### src/hw/rtl/sal_pkg.sv
// ----------------------------------------------------------------------------
// sal_pkg
// Shared types and codes for the service area list parser.
// ----------------------------------------------------------------------------
`default_nettype none

package sal_pkg;

  localparam int ByteW    = 8;
  localparam int TypeW    = 2;
  localparam int CountW   = 5;
  localparam int PlmnW    = 12;
  localparam int TacW     = 24;
  localparam int StatusW  = 2;
  localparam int OutDataW = 56;
  localparam int OutUserW = 3;

  localparam logic [StatusW-1:0] ST_OK       = 2'd0;
  localparam logic [StatusW-1:0] ST_MISMATCH = 2'd1;
  localparam logic [StatusW-1:0] ST_EARLY    = 2'd2;

  localparam logic [TypeW-1:0] TYPE_NONCONSEC = 2'd0;
  localparam logic [TypeW-1:0] TYPE_CONSEC    = 2'd1;
  localparam logic [TypeW-1:0] TYPE_MULTI     = 2'd2;
  localparam logic [TypeW-1:0] TYPE_ALL       = 2'd3;

  typedef struct packed {
    logic [TypeW-1:0]   list_type;
    logic               allowed;
    logic [CountW-1:0]  element_count;
    logic [PlmnW-1:0]   country_code;
    logic [PlmnW-1:0]   network_code;
    logic [TacW-1:0]    area_code;
    logic               code_valid;
    logic               end_of_element;
    logic [StatusW-1:0] status;
  } sal_rec_t;

endpackage

`default_nettype wire

### src/hw/rtl/sal_core.sv
// ----------------------------------------------------------------------------
// sal_core
// Input register, parser state and the per-byte decode step.
// ----------------------------------------------------------------------------
`default_nettype none

module sal_core
  import sal_pkg::*;
(
  input  wire logic             clk,
  input  wire logic             rst,
  input  wire logic             cfg_wr_en,
  input  wire logic [ByteW-1:0] cfg_wr_data,
  input  wire logic             in_valid,
  output logic                  in_ready,
  input  wire logic [ByteW-1:0] in_byte,
  input  wire logic             in_last,
  input  wire logic             res_ready,
  output logic                  res_load,
  output sal_rec_t              res_rec
);

  localparam logic [2:0] PH_IDLE = 3'd0;
  localparam logic [2:0] PH_LEN  = 3'd1;
  localparam logic [2:0] PH_HDR  = 3'd2;
  localparam logic [2:0] PH_PLMN = 3'd3;
  localparam logic [2:0] PH_TAC  = 3'd4;

  logic [ByteW-1:0] expected_identifier;

  // input register
  logic             hold_valid;
  logic [ByteW-1:0] hold_byte;
  logic             hold_last;
  logic             step;

  // parser state
  logic [2:0]        phase, phase_next;
  logic [ByteW-1:0]  bytes_left, bytes_left_next;
  logic [TypeW-1:0]  current_type, current_type_next;
  logic              current_allowed, current_allowed_next;
  logic [CountW-1:0] count_total, count_total_next;
  logic [CountW-1:0] elements_done, elements_done_next;
  logic [PlmnW-1:0]  mcc_reg, mcc_reg_next;
  logic [PlmnW-1:0]  mnc_reg, mnc_reg_next;
  logic [TacW-1:0]   tac_reg, tac_reg_next;
  logic [1:0]        byte_in_element, byte_in_element_next;

  logic              emit, valid, end_flag;
  logic [StatusW-1:0] st;
  logic [2:0]        p;
  logic [CountW-1:0] done_inc;

  assign step     = hold_valid && res_ready;
  assign in_ready = !hold_valid || res_ready;
  assign res_load = step && emit;

  always_ff @(posedge clk) begin
    if (rst) begin
      expected_identifier <= '0;
    end else if (cfg_wr_en) begin
      expected_identifier <= cfg_wr_data;
    end
  end

  always_ff @(posedge clk) begin
    if (rst) begin
      hold_valid <= 1'b0;
    end else if (in_ready) begin
      hold_valid <= in_valid;
    end
  end

  always_ff @(posedge clk) begin
    if (in_ready && in_valid) begin
      hold_byte <= in_byte;
      hold_last <= in_last;
    end
  end

  always_comb begin
    phase_next           = phase;
    bytes_left_next      = bytes_left;
    current_type_next    = current_type;
    current_allowed_next = current_allowed;
    count_total_next     = count_total;
    elements_done_next   = elements_done;
    mcc_reg_next         = mcc_reg;
    mnc_reg_next         = mnc_reg;
    tac_reg_next         = tac_reg;
    byte_in_element_next = byte_in_element;
    emit     = 1'b0;
    valid    = 1'b0;
    end_flag = 1'b0;
    st       = ST_OK;
    done_inc = elements_done + CountW'(1);

    // unused phase codes act as idle
    p = (phase > PH_TAC) ? PH_IDLE : phase;

    if (p == PH_IDLE) begin
      bytes_left_next      = '0;
      current_type_next    = '0;
      current_allowed_next = 1'b0;
      count_total_next     = '0;
      elements_done_next   = '0;
      mcc_reg_next         = '0;
      mnc_reg_next         = '0;
      tac_reg_next         = '0;
      byte_in_element_next = '0;
      if (expected_identifier != '0) begin
        if (hold_byte != expected_identifier) begin
          emit     = 1'b1;
          end_flag = 1'b1;
          st       = ST_MISMATCH;
        end else begin
          phase_next = PH_LEN;
        end
      end else begin
        p = PH_LEN;
      end
    end

    if (p == PH_LEN) begin
      bytes_left_next = hold_byte;
      if (hold_byte == '0) begin
        emit     = 1'b1;
        end_flag = 1'b1;
      end else begin
        phase_next = PH_HDR;
      end
    end else if (p != PH_IDLE) begin
      bytes_left_next = bytes_left - ByteW'(1);
      if (p == PH_HDR) begin
        current_allowed_next = hold_byte[7];
        current_type_next    = hold_byte[6:5];
        count_total_next     = hold_byte[4:0];
        elements_done_next   = '0;
        byte_in_element_next = '0;
        tac_reg_next         = '0;
        if (hold_byte[6:5] == TYPE_MULTI && hold_byte[4:0] == '0) begin
          mcc_reg_next = '0;
          mnc_reg_next = '0;
          emit         = 1'b1;
          phase_next   = PH_HDR;
        end else begin
          phase_next = PH_PLMN;
        end
      end else if (p == PH_PLMN) begin
        if (byte_in_element == 2'd0) begin
          mcc_reg_next         = {4'h0, hold_byte};
          byte_in_element_next = 2'd1;
        end else if (byte_in_element == 2'd1) begin
          mcc_reg_next         = {hold_byte[3:0], mcc_reg[7:0]};
          mnc_reg_next         = {hold_byte[7:4], 8'h00};
          byte_in_element_next = 2'd2;
        end else begin
          mnc_reg_next         = {mnc_reg[11:8], hold_byte};
          byte_in_element_next = 2'd0;
          tac_reg_next         = '0;
          if (current_type == TYPE_ALL ||
              (current_type == TYPE_NONCONSEC && count_total == '0)) begin
            emit       = 1'b1;
            phase_next = PH_HDR;
          end else begin
            phase_next = PH_TAC;
          end
        end
      end else begin
        tac_reg_next = {tac_reg[15:0], hold_byte};
        if (byte_in_element < 2'd2) begin
          byte_in_element_next = byte_in_element + 2'd1;
        end else begin
          byte_in_element_next = 2'd0;
          emit               = 1'b1;
          valid              = 1'b1;
          elements_done_next = done_inc;
          if (current_type == TYPE_CONSEC || done_inc == count_total) begin
            phase_next = PH_HDR;
          end else if (current_type == TYPE_MULTI) begin
            phase_next = PH_PLMN;
          end else begin
            phase_next = PH_TAC;
          end
        end
      end
      // length used up
      if (bytes_left_next == '0) begin
        end_flag = 1'b1;
        if (!emit) begin
          emit = 1'b1;
          st   = ST_EARLY;
        end
      end
    end

    // buffer cut off before the element completed
    if (hold_last && !end_flag) begin
      emit     = 1'b1;
      end_flag = 1'b1;
      st       = ST_EARLY;
    end
    if (end_flag) begin
      phase_next           = PH_IDLE;
      byte_in_element_next = 2'd0;
    end

    res_rec.list_type      = current_type_next;
    res_rec.allowed        = current_allowed_next;
    res_rec.element_count  = count_total_next;
    res_rec.country_code   = mcc_reg_next;
    res_rec.network_code   = mnc_reg_next;
    res_rec.area_code      = valid ? tac_reg_next : '0;
    res_rec.code_valid     = valid;
    res_rec.end_of_element = end_flag;
    res_rec.status         = st;
  end

  always_ff @(posedge clk) begin
    if (rst) begin
      phase           <= PH_IDLE;
      bytes_left      <= '0;
      current_type    <= '0;
      current_allowed <= 1'b0;
      count_total     <= '0;
      elements_done   <= '0;
      mcc_reg         <= '0;
      mnc_reg         <= '0;
      tac_reg         <= '0;
      byte_in_element <= '0;
    end else if (step) begin
      phase           <= phase_next;
      bytes_left      <= bytes_left_next;
      current_type    <= current_type_next;
      current_allowed <= current_allowed_next;
      count_total     <= count_total_next;
      elements_done   <= elements_done_next;
      mcc_reg         <= mcc_reg_next;
      mnc_reg         <= mnc_reg_next;
      tac_reg         <= tac_reg_next;
      byte_in_element <= byte_in_element_next;
    end
  end

endmodule

`default_nettype wire

### src/hw/rtl/sal_out_reg.sv
// ----------------------------------------------------------------------------
// sal_out_reg
// Result register driving the master stream side.
// ----------------------------------------------------------------------------
`default_nettype none

module sal_out_reg
  import sal_pkg::*;
(
  input  wire logic                clk,
  input  wire logic                rst,
  input  wire logic                load,
  input  sal_rec_t                 rec,
  output logic                     ready,
  output logic                     m_tvalid,
  input  wire logic                m_tready,
  output logic [OutDataW-1:0]      m_tdata,
  output logic                     m_tlast,
  output logic [OutUserW-1:0]      m_tuser
);

  sal_rec_t rec_q;

  assign ready = !m_tvalid || m_tready;

  always_ff @(posedge clk) begin
    if (rst) begin
      m_tvalid <= 1'b0;
    end else if (ready) begin
      m_tvalid <= load;
    end
  end

  always_ff @(posedge clk) begin
    if (load) begin
      rec_q <= rec;
    end
  end

  assign m_tdata = {rec_q.area_code, rec_q.network_code, rec_q.country_code,
                    rec_q.element_count, rec_q.allowed, rec_q.list_type};
  assign m_tlast = rec_q.end_of_element;
  assign m_tuser = {rec_q.status, rec_q.code_valid};

endmodule

`default_nettype wire

### src/hw/rtl/service_area_list_parser.sv
// ----------------------------------------------------------------------------
// service_area_list_parser
// Decodes a service area list element, one byte per item, into records.
// ----------------------------------------------------------------------------
// Usage:
//   s_* carries element bytes: s_tdata is the byte, s_tlast marks the final
//   byte of the available buffer. m_* carries decoded records, one per area
//   code or per partial list without codes, plus error records and a record
//   for an empty element; m_tlast marks the last record of an element.
//   cfg_wr_en/cfg_wr_data load the expected identifier byte (0 = element
//   has no identifier byte); write it only while the block is idle.
//   A record shows on m_tvalid once its byte has passed the input register,
//   the combinational decode step and the result register. Throughput: one
//   byte per cycle while m_tready does not stall the result register.
//   A stall on m_tready holds the result register; the input register then
//   fills if it is empty, and s_tready drops until the result is taken.
//   Reset (rst, synchronous) empties both registers, returns the parser to
//   the start of an element and clears the identifier to zero.
// ----------------------------------------------------------------------------
`default_nettype none

module service_area_list_parser
  import sal_pkg::*;
(
  input  wire logic                clk,
  input  wire logic                rst,
  input  wire logic                cfg_wr_en,
  input  wire logic [ByteW-1:0]    cfg_wr_data,
  input  wire logic                s_tvalid,
  output logic                     s_tready,
  input  wire logic [ByteW-1:0]    s_tdata,   // [7:0] data_byte
  input  wire logic                s_tlast,   // last_byte
  output logic                     m_tvalid,
  input  wire logic                m_tready,
  // [1:0] list_type, [2] allowed, [7:3] element_count, [19:8] country_code,
  // [31:20] network_code, [55:32] area_code
  output logic [OutDataW-1:0]      m_tdata,
  output logic                     m_tlast,   // end_of_element
  output logic [OutUserW-1:0]      m_tuser    // [0] code_valid, [2:1] status
);

  logic     res_ready;
  logic     res_load;
  sal_rec_t res_rec;

  sal_core u_core (
    .clk         (clk),
    .rst         (rst),
    .cfg_wr_en   (cfg_wr_en),
    .cfg_wr_data (cfg_wr_data),
    .in_valid    (s_tvalid),
    .in_ready    (s_tready),
    .in_byte     (s_tdata),
    .in_last     (s_tlast),
    .res_ready   (res_ready),
    .res_load    (res_load),
    .res_rec     (res_rec)
  );

  sal_out_reg u_out (
    .clk      (clk),
    .rst      (rst),
    .load     (res_load),
    .rec      (res_rec),
    .ready    (res_ready),
    .m_tvalid (m_tvalid),
    .m_tready (m_tready),
    .m_tdata  (m_tdata),
    .m_tlast  (m_tlast),
    .m_tuser  (m_tuser)
  );

endmodule

`default_nettype wire

### config.mk
export PLATFORM = sky130hd
export DESIGN_NAME = service_area_list_parser
export DESIGN_NICKNAME = d
export VERILOG_FILES = /design/src/hw/rtl/sal_pkg.sv /design/src/hw/rtl/sal_core.sv /design/src/hw/rtl/sal_out_reg.sv /design/src/hw/rtl/service_area_list_parser.sv
export SDC_FILE = /design/constraint.sdc
export NUM_CORES = 1
export LEC_CHECK = 0
export ABC_CLOCK_PERIOD_IN_PS = 9900
export BUFFER_PORTS_ARGS = -buffer_cell sky130_fd_sc_hd__buf_2
export CAP_MARGIN = 20
export CORE_ASPECT_RATIO = 0.75
export CORE_MARGIN = 1
export CORE_UTILIZATION = 30
export DETAILED_ROUTE_END_ITERATION = 7
export PLACE_DENSITY = 0.54
export SYNTH_ARGS = -nofsm -noshare
export SYNTH_HDL_FRONTEND = slang
export SYNTH_SLANG_ARGS = --single-unit
### constraint.sdc
create_clock -name clk -period 9.9 [get_ports clk]
set_input_delay 0.495 -clock clk [delete_from_list [all_inputs] [get_ports clk]]
set_output_delay 0.495 -clock clk [all_outputs]
set_load 0.02 [all_outputs]
# Word-level counts from Yosys, hierarchy flattened
# Index checks and enable logic that the tools add are counted.
# totals
output_inout_bits	62
regBits	153
inputBits	22
# classes
n_reduce_logical	24
order_cmp	2
eq_ne	10
addsub	3
mux	105
# op_table
cell	count
12-bit two-way mux	16
24-bit two-way mux	7
3-bit two-way mux	18
5-bit two-way mux	10
2-bit two-way mux	19
1-bit two-way mux	32
8-bit two-way mux	3
8-bit zero test	2
5-bit zero test	2
8-bit inequality test	1
8-bit nonzero test	1
8-bit by 1-bit subtractor with 8-bit output (second input constant)	1
2-bit == test (second input constant)	3
3-bit by 2-bit == test with 1-bit output (second input constant)	2
1-bit logical AND	6
3-bit nonzero test	2
5-bit by 1-bit adder with 5-bit output (second input constant)	1
5-bit == test	1
2-bit by 1-bit == test with 1-bit output (second input constant)	2
2-bit zero test	2
1-bit logical OR	4
3-bit by 1-bit == test with 1-bit output (second input constant)	1
3-bit > comparator (second input constant)	1
1-bit zero test	3
4 further kinds	4

# Depth between registers and ports, before layout
# Gate-level depths: netlist (run 1).
# depth
word_depth	16
mapped_depth	8
mapped_depth_nobuf	8

# Modules after synthesis
# A second synthesis (run 1) with hierarchy kept.
# hier_totals
cells_unflattened	761
hier_area_um2	7111.8
# modules_own_cells
module	area_per_inst_um2	seq_area_each_um2	instances	cells_each
sal_core	5263.8	1931.9	1	697
sal_out_reg	1848.0	1821.7	1	64

# Worst setup path before layout (run 1)
# Ideal clock, no wire load.
# synth_timing
path_kind	register to register
start	register u_core.bytes_left[0]
end	register u_out.rec_q, in the netlist u_out.m_tdata[0], enable pin
required_ps	9476
setup_slack_ps	6539
synth_period_minus_slack_ps	3361
arrival_time_ps	2937
path_stages_with_launch	9
cell_sequence	dfxtp_1 > inv_1 > ha_1 > nor2_1 > a21oi_1 > o31ai_1 > a32oi_2 > o211ai_2 > and2_1
# synth_between
elab_chain_len	9
# synth_rtl
element	line	rtl
start, declared	sal_core.sv:39	logic [ByteW-1:0] bytes_left, bytes_left_next;
start signal, assigned	sal_core.sv:233	bytes_left <= bytes_left_next;
8-bit by 1-bit subtractor with 8-bit output (*)	sal_core.sv:133	bytes_left_next = bytes_left - ByteW'(1);
8-bit zero test (*)	sal_core.sv:188	if (bytes_left_next == '0) begin
1-bit two-way mux	sal_core.sv:188	
1-bit two-way mux	sal_core.sv:132	end else if (p != PH_IDLE) begin
1-bit two-way mux	sal_core.sv:124	if (p == PH_LEN) begin
1-bit zero test	sal_core.sv:198	if (hold_last && !end_flag) begin
1-bit logical AND	sal_core.sv:198	
1-bit two-way mux (*)	sal_core.sv:198	
1-bit logical AND (*)	sal_core.sv:56	assign res_load = step && emit;
named net res_load	service_area_list_parser.sv:43	logic res_load;
end signal, assigned	sal_out_reg.sv:36	rec_q <= rec;
end, declared	sal_out_reg.sv:22	sal_rec_t rec_q;
# Mark *: on every way through the listed nets, which the timed path passes. The rest lies on a longest branch.
# A chain may end at the register's enable or synchronous reset.

# Worst setup path after layout (run 1)
# layout_timing
start	register u_core.phase[2]
end	register u_out.rec_q, in the netlist u_out.m_tdata[33], enable pin
# layout_between
elab_chain_len	16
# layout_rtl
element	line	rtl
start, declared	sal_core.sv:38	logic [2:0] phase, phase_next;
start signal, assigned	sal_core.sv:232	phase <= phase_next;
3-bit > comparator	sal_core.sv:99	p = (phase > PH_TAC) ? PH_IDLE : phase;
3-bit two-way mux (*)	sal_core.sv:99	
3-bit zero test	sal_core.sv:101	if (p == PH_IDLE) begin
1-bit two-way mux	sal_core.sv:101	
1-bit two-way mux	sal_core.sv:161	if (current_type == TYPE_ALL ||
1-bit two-way mux	sal_core.sv:153	end else if (byte_in_element == 2'd1) begin
1-bit two-way mux	sal_core.sv:150	if (byte_in_element == 2'd0) begin
1-bit two-way mux	sal_core.sv:149	end else if (p == PH_PLMN) begin
1-bit two-way mux	sal_core.sv:134	if (p == PH_HDR) begin
1-bit two-way mux	sal_core.sv:132	
1-bit two-way mux	sal_core.sv:124	
1-bit two-way mux	sal_core.sv:188	
1-bit two-way mux	sal_core.sv:132	
1-bit two-way mux	sal_core.sv:124	
1-bit two-way mux (*)	sal_core.sv:198	
1-bit logical AND (*)	sal_core.sv:56	
named net res_load	service_area_list_parser.sv:43	
# Mark *: on every way through the listed nets, which the timed path passes. The rest lies on a longest branch. The select of a mux whose other input is x is not followed.

==> impl_metrics.env, run 1 <==
export IMPL_grt_pass1_wl_um=26600
export IMPL_async_flop_share_pct=0
export IMPL_fin_cells=1004
export IMPL_hold_violations=0
export IMPL_fillers=2140
export IMPL_cp_max_fo=38
export IMPL_antenna_left=0
export IMPL_dr_pass1_iters=5
export IMPL_critPathLaunchType="register"
export IMPL_slew_viol_final=0
export IMPL_wl_um=17000
export IMPL_status="finished, final reports clean"
export IMPL_hp_class="in -> reg"
export IMPL_start_util_pct=30.8
export IMPL_yosysSeqAreaShare_pct=54.9
export IMPL_drv_cap=0
export IMPL_dp_cells=971
export IMPL_critPathRequiredTime_ns=9.95
export IMPL_ios=84
export IMPL_p_leak_nw=2.75
export IMPL_rsz0062_at_grt="no"
export IMPL_syn_area_per_cell_um2=10.2
export IMPL_period_needed_ns=3.60
export IMPL_ctsRootBufferMaster="clkbuf_16"
export IMPL_place_congestion=0.833
export IMPL_cts_tree="done"
export IMPL_synth_warnings=0
export IMPL_cts_resized=0
export IMPL_syn_num_nets=668
export IMPL_largest_reg_flops=56
export IMPL_ys_flop_type="dfxtp_1"
export IMPL_yosys_top_cells_count="nand2_1 (81), dfxtp_1 (76), edfxtp_1 (69)"
export IMPL_finalSetupViolCount=0
export IMPL_numCtsBuffers=17
export IMPL_synth_area_um2=6550
export IMPL_vias=5056
export IMPL_synthesis_instances=643
export IMPL_grt_antenna_before_repair=0
export IMPL_viasPerCell=5.04
export IMPL_grt_usage_pct=15.5
export IMPL_synth_top_cell_by_area="edfxtp_1"
export IMPL_wl_per_cell_um=16.9
export IMPL_slew_headroom_pct=39.0
export IMPL_dp_hpwl_um=10900
export IMPL_clock_sinks=145
export IMPL_endpoint_kind="register"
export IMPL_clk_latency_ns=0.43
export IMPL_synth_most_common_cell="nand2_1"
export IMPL_tightest_slew_ns=0.912
export IMPL_fin_nets=728
export IMPL_drive_gt1_share_pct=20.4
export IMPL_max_freq_mhz=278
export IMPL_skew_ns=0.0157
export IMPL_ctsHoldBuffers=0
export IMPL_grt_pass1_vias=4627
export IMPL_utilization_pct=36.2
export IMPL_drt_iter0_drc=467
export IMPL_grt_ovfl_total=0
export IMPL_fin_setup_tns_ns=0
export IMPL_power_density_nw_per_um2=182
export IMPL_crit_arrival_ns=3.66
export IMPL_cts_buffer_depth=2
export IMPL_ys_types=67
export IMPL_worst_ir_drop_vdd_mv=0.108
export IMPL_coreArea_um2=21300
export IMPL_ys_top_cells_by_area="edfxtp_1 (32%), dfxtp_1 (23%), nand2_1 (4.6%)"
export IMPL_layout_worst_path_cycle_share_pct=36.4
export IMPL_path_clk_slew_ns=0.06
export IMPL_die_height_um=130
export IMPL_synth_top_area_share_pct=31.6
export IMPL_drc_errors=0
export IMPL_crit_type="reg -> reg"
export IMPL_syn_to_final_growth_pct=17.8
export IMPL_grt_start_max_net_pins=73
export IMPL_ys_ff_latch=145
export IMPL_dieArea_um2=22400
export IMPL_htreeDepth=4
export IMPL_postCtsSetupBuffers=0
export IMPL_num_rows=46
export IMPL_n_antenna_cell=0
export IMPL_portBuffers=83
export IMPL_die_x_um=173
export IMPL_synth_edf_count=69
-- through the flow --
step                      power [mW]  hold slack [ns]  area [um2]  worst slack (ns)
final                           1.41            0.249        7720              6.30
after global routing            1.46            0.232        7720              6.00
after CTS                       1.42            0.234        7710              6.19
after detailed placement       0.789            0.448        7140              6.22
after global placement         0.790            0.443        7140              6.26
after floorplan                0.751            0.426        6550              6.54
-- final timing paths --
kind                                                     start                               to  slack [ns]  depth (start not counted)
worst max-delay path              u_core.phase[2]$_SDFFE_PP0P_  u_out.m_tdata[33]$_SDFFCE_PN0P_        6.30                          6
worst min-delay path                                s_tdata[6]    u_core.hold_byte[6]$_DFFE_PP_        0.25                          1
worst max register to register    u_core.phase[2]$_SDFFE_PP0P_  u_out.m_tdata[33]$_SDFFCE_PN0P_        6.30                          6
worst min register to register  u_core.mcc_reg[4]$_SDFFE_PP0P_   u_core.mcc_reg[4]$_SDFFE_PP0P_        0.45                          2
-- worst max-delay path, cell delays in order (launching register included) --
cell	delay [ns]
dfxtp_1	0.66
or3b_1	0.73
o21ai_2	0.31
a32oi_2	0.28
o211ai_2	0.16
and2_2	0.51
buf_4	0.56
-- cell families after synthesis --
| group | share of synthesized area (%) |
|---|---|
| and+or+nand+nor | 18.3 |
| AOI/OAI and AO/OA | 17.3 |
| DFF | 54.9 |
| buffers and inverters | 3.86 |
| xor gates and xnor gates | 2.54 |
| muxes | 2.60 |
| adders and majority gates | 0.573 |
-- placed cells by master (no fill, tap or decap), types with 4 or more instances in the layout --
master / instances
inv_1: 7
nor3b_1: 4
a22oi_1: 19
a22o_1: 12
o211ai_1: 4
nand2b_1: 7
clkbuf_16: 17
a32oi_1: 9
xor2_1: 13
nand2_1: 80
a21oi_1: 53
nand3_1: 12
edfxtp_1: 69
a211oi_1: 5
dfxtp_1: 76
nor2_1: 67
inv_6: 6
nor3_1: 13
buf_4: 5
buf_2: 84
o21a_1: 6
o21ai_0: 13
mux2i_1: 17
nor2b_1: 5
xnor2_1: 6
o31ai_1: 6
and2_1: 28
-- power by group --
group | leakage [nW] | switching (mW) | internal, mW
logic | 1.22 | 0.0720 | 0.0349
clock network | 0.271 | 0.277 | 0.352
registers | 1.26 | 0.0210 | 0.648
total | 2.75 | 0.370 | 1.04
-- metal layers --
| metal | track usage [%] | vias to the layer above | share of wire, % |
|---|---|---|---|
| met2 | 22.3 | 181 | 41 |
| met4 | 3.89 | 0 | 0.83 |
| met5 | 0 | - | 0 |
| met3 | 3.41 | 15 | 6.2 |
| li1 | - | 2441 | - |
| met1 | 23.3 | 2419 | 52 |
-- final cells by class --
type	instances	area [um2]	share of cell area, %
repair buffers	89	458	5.93
flip-flops and latches	145	3590	46.6
clock buffers	17	425	5.51
inverters	7	26.3	0.340
well taps	288	360	4.67
multi-input cells	443	2710	35.1
clock inverters	15	146	1.90
(Power assumes the default switching activity.)
==> run 2, diff against run 1 <==
--- a/config.mk
+++ b/config.mk
@@ -5,7 +5,7 @@
 export SDC_FILE = /design/constraint.sdc
 export NUM_CORES = 1
 export LEC_CHECK = 0
-export ABC_CLOCK_PERIOD_IN_PS = 9900
+export ABC_CLOCK_PERIOD_IN_PS = 3700
 export BUFFER_PORTS_ARGS = -buffer_cell sky130_fd_sc_hd__buf_2
 export CAP_MARGIN = 20
 export CORE_ASPECT_RATIO = 0.75
==> constraint.sdc (replaced) <==
create_clock -name clk -period 3.7 [get_ports clk]
set_input_delay 0.185 -clock clk [delete_from_list [all_inputs] [get_ports clk]]
set_output_delay 0.185 -clock clk [all_outputs]
set_load 0.02 [all_outputs]
==> run 2 against run 1 <==
Net effect: maximum frequency rose by 33%; critical path depth did not move; sequential share of layout area fell by 1.5 points; sequential power rose to 2.7 times the previous value; power rose to 2.7 times the previous value; clock power rose to 2.7 times the previous value; largest cell class unchanged; combinational power rose to 3.0 times the previous value; design area rose by 3.4%; core utilization rose by 1.2 points; non-clock buffer count rose by 28.
==> impl_metrics.env, run 2 (same netlist as run 1, synthesis figures left out) <==
export IMPL_grt_usage_pct=15.8
export IMPL_cts_tree="done"
export IMPL_cp_slowest_cell="dfxtp_1"
export IMPL_reg2reg_slack_ns=0.98
export IMPL_slew_viol_final=0
export IMPL_slowest_delay_ns=0.59
export IMPL_drive_gt1_share_pct=21.4
export IMPL_crit_type="reg -> reg"
export IMPL_drv_cap=0
export IMPL_p_leak_nw=2.89
export IMPL_grt_antenna_before_repair=0
export IMPL_cts_buffer_depth=2
export IMPL_status="finished, final reports clean"
export IMPL_htreeDepth=4
export IMPL_syn_to_final_growth_pct=21.8
export IMPL_final_common_cell="buf_2"
export IMPL_viasPerCell=4.95
export IMPL_crit_arrival_ns=2.84
export IMPL_cp_num_buf_inv=2
export IMPL_layout_worst_path_cycle_share_pct=73.4
export IMPL_die_x_um=173
export IMPL_power_density_nw_per_um2=475
export IMPL_p_total_mw=3.79
export IMPL_dp_cells=985
export IMPL_grt_pass1_vias=4594
export IMPL_cp_max_fo=60
export IMPL_whs_endpoint="u_core.expected_identifier[5]$_SDFFE_PP0P_"
export IMPL_drc_errors=0
export IMPL_dieArea_um2=22400
export IMPL_start_util_pct=30.8
export IMPL_clock_sinks=145
export IMPL_coreArea_um2=21300
export IMPL_path_depth=6
export IMPL_numCtsBuffers=17
export IMPL_die_height_um=130
export IMPL_critPathLaunchType="register"
export IMPL_cp_cell_sequence="or3b_1, buf_4, nor2b_1, o211ai_2, and2_2, buf_12"
export IMPL_crit_family="simple AND/OR/NAND/NOR gates"
export IMPL_rr_worst_depth=6
export IMPL_antenna_left=0
export IMPL_num_rows=46
export IMPL_portBuffers=83
export IMPL_dr_pass1_iters=5
export IMPL_ios=84
export IMPL_grt_start_max_net_pins=61
export IMPL_reg2reg_from="u_core.phase[1]$_SDFFE_PP0P_"
export IMPL_slew_headroom_pct=41.2
export IMPL_endpoint_kind="register"
export IMPL_largest_reg_flops=56
export IMPL_finalSetupViolCount=0
export IMPL_period_needed_ns=2.72
export IMPL_fin_hold_ws_ns=0.00992
export IMPL_hp_class="in -> reg"
export IMPL_skew_ns=0.0143
export IMPL_critPathRequiredTime_ns=3.82
export IMPL_place_congestion=0.853
export IMPL_fin_cells=1032
export IMPL_n_antenna_cell=0
export IMPL_wl_per_cell_um=16.9
export IMPL_rsz0062_at_grt="no"
export IMPL_fin_nets=756
export IMPL_layout_common_cells="buf_2 (83), nand2_1 (81), dfxtp_1 (76)"
export IMPL_drt_iter0_drc=521
export IMPL_dp_hpwl_um=11400
export IMPL_reg2reg_to="u_out.m_tdata[18]$_DFFE_PP_"
export IMPL_grt_pass1_wl_um=27100
export IMPL_path_clk_slew_ns=0.07
export IMPL_clk_latency_ns=0.42
export IMPL_tightest_slew_ns=0.882
export IMPL_worst_ir_drop_vdd_mv=0.314
export IMPL_place_ws_ns=1.05
export IMPL_max_freq_mhz=368
export IMPL_holdPathStages=3
export IMPL_hold_violations=0
export IMPL_vias=5107
export IMPL_fin_ws_ns=0.985
export IMPL_wl_um=17400
export IMPL_grt_ovfl_total=0
export IMPL_ctsRootBufferMaster="clkbuf_16"
export IMPL_fin_setup_tns_ns=0
export IMPL_min_from="cfg_wr_data[5]"
export IMPL_postCtsSetupBuffers=0
## run 2: cell types whose count changed in the layout (fill, tap and decap cells not counted)
cell,previous run,this run
buf_12,0,1
buf_2,84,83
buf_4,5,18
clkinv_1,1,0
clkinv_2,0,2
clkinv_4,3,2
clkinvlp_4,3,2
dlygate4sd3_1,0,15
inv_8,1,2
nand2_1,80,81
nand2_2,2,1
## run 2: layer usage
metal  GRT usage, %  vias up  part of all wire (%)
met5              0        -                     0
met4           4.31        0                  0.98
met3           3.18       15                   5.9
met2           20.4      166                    39
met1           25.4     2426                    55
li1               -     2500                     -
## run 2: tightest hold or removal path, cell delays in order
cell	delay (ns)
buf_2	0.08
mux2i_1	0.06
nor2_1	0.07
## run 2: final cells by class
| class | instances | area, um2 |
|---|---|---|
| multi-input cells | 443 | 2710 |
| repair buffers | 117 | 721 |
| clock inverters | 15 | 148 |
| well taps | 288 | 360 |
| flip-flops and latches | 145 | 3590 |
| inverters | 7 | 26.3 |
| fillers | 2167 | 13300 |
| clock buffers | 17 | 425 |
## run 2: worst max path at each step
stage	end	slack (ns)	startpoint
after floorplan	u_out.m_tdata[0]$_DFFE_PP_	0.34	u_core.bytes_left[0]$_SDFFE_PP0P_
after global placement	u_out.m_tdata[16]$_DFFE_PP_	1.09	u_core.phase[0]$_SDFFE_PP0P_
after detailed placement	u_out.m_tdata[16]$_DFFE_PP_	1.05	u_core.phase[0]$_SDFFE_PP0P_
after CTS	u_out.m_tdata[26]$_DFFE_PP_	1.04	u_core.phase[0]$_SDFFE_PP0P_
after global routing	u_out.m_tdata[28]$_DFFE_PP_	0.87	u_core.phase[1]$_SDFFE_PP0P_
final	u_out.m_tdata[18]$_DFFE_PP_	0.98	u_core.phase[1]$_SDFFE_PP0P_
## run 2: what timing repair did
item                      in CTS  in global routing
hold endpoints to repair      15                  0
hold buffers                  15                  0
gates resized for setup        0                  0
## run 2: per-stage QoR
stage               utilization, %  area, um2
floorplan                        -       6550
global placement              34.1       7260
detailed placement            34.1       7260
CTS                           37.5       7980
global route                  37.5       7980
finish                        37.5       7980
## run 2: where the power goes
| part | internal, mW | leakage, nW | switching (mW) | total, mW |
|---|---|---|---|---|
| Combinational | 0.113 | 1.35 | 0.212 | 0.325 |
| Sequential | 1.73 | 1.26 | 0.0422 | 1.78 |
| Clock | 0.947 | 0.279 | 0.747 | 1.69 |
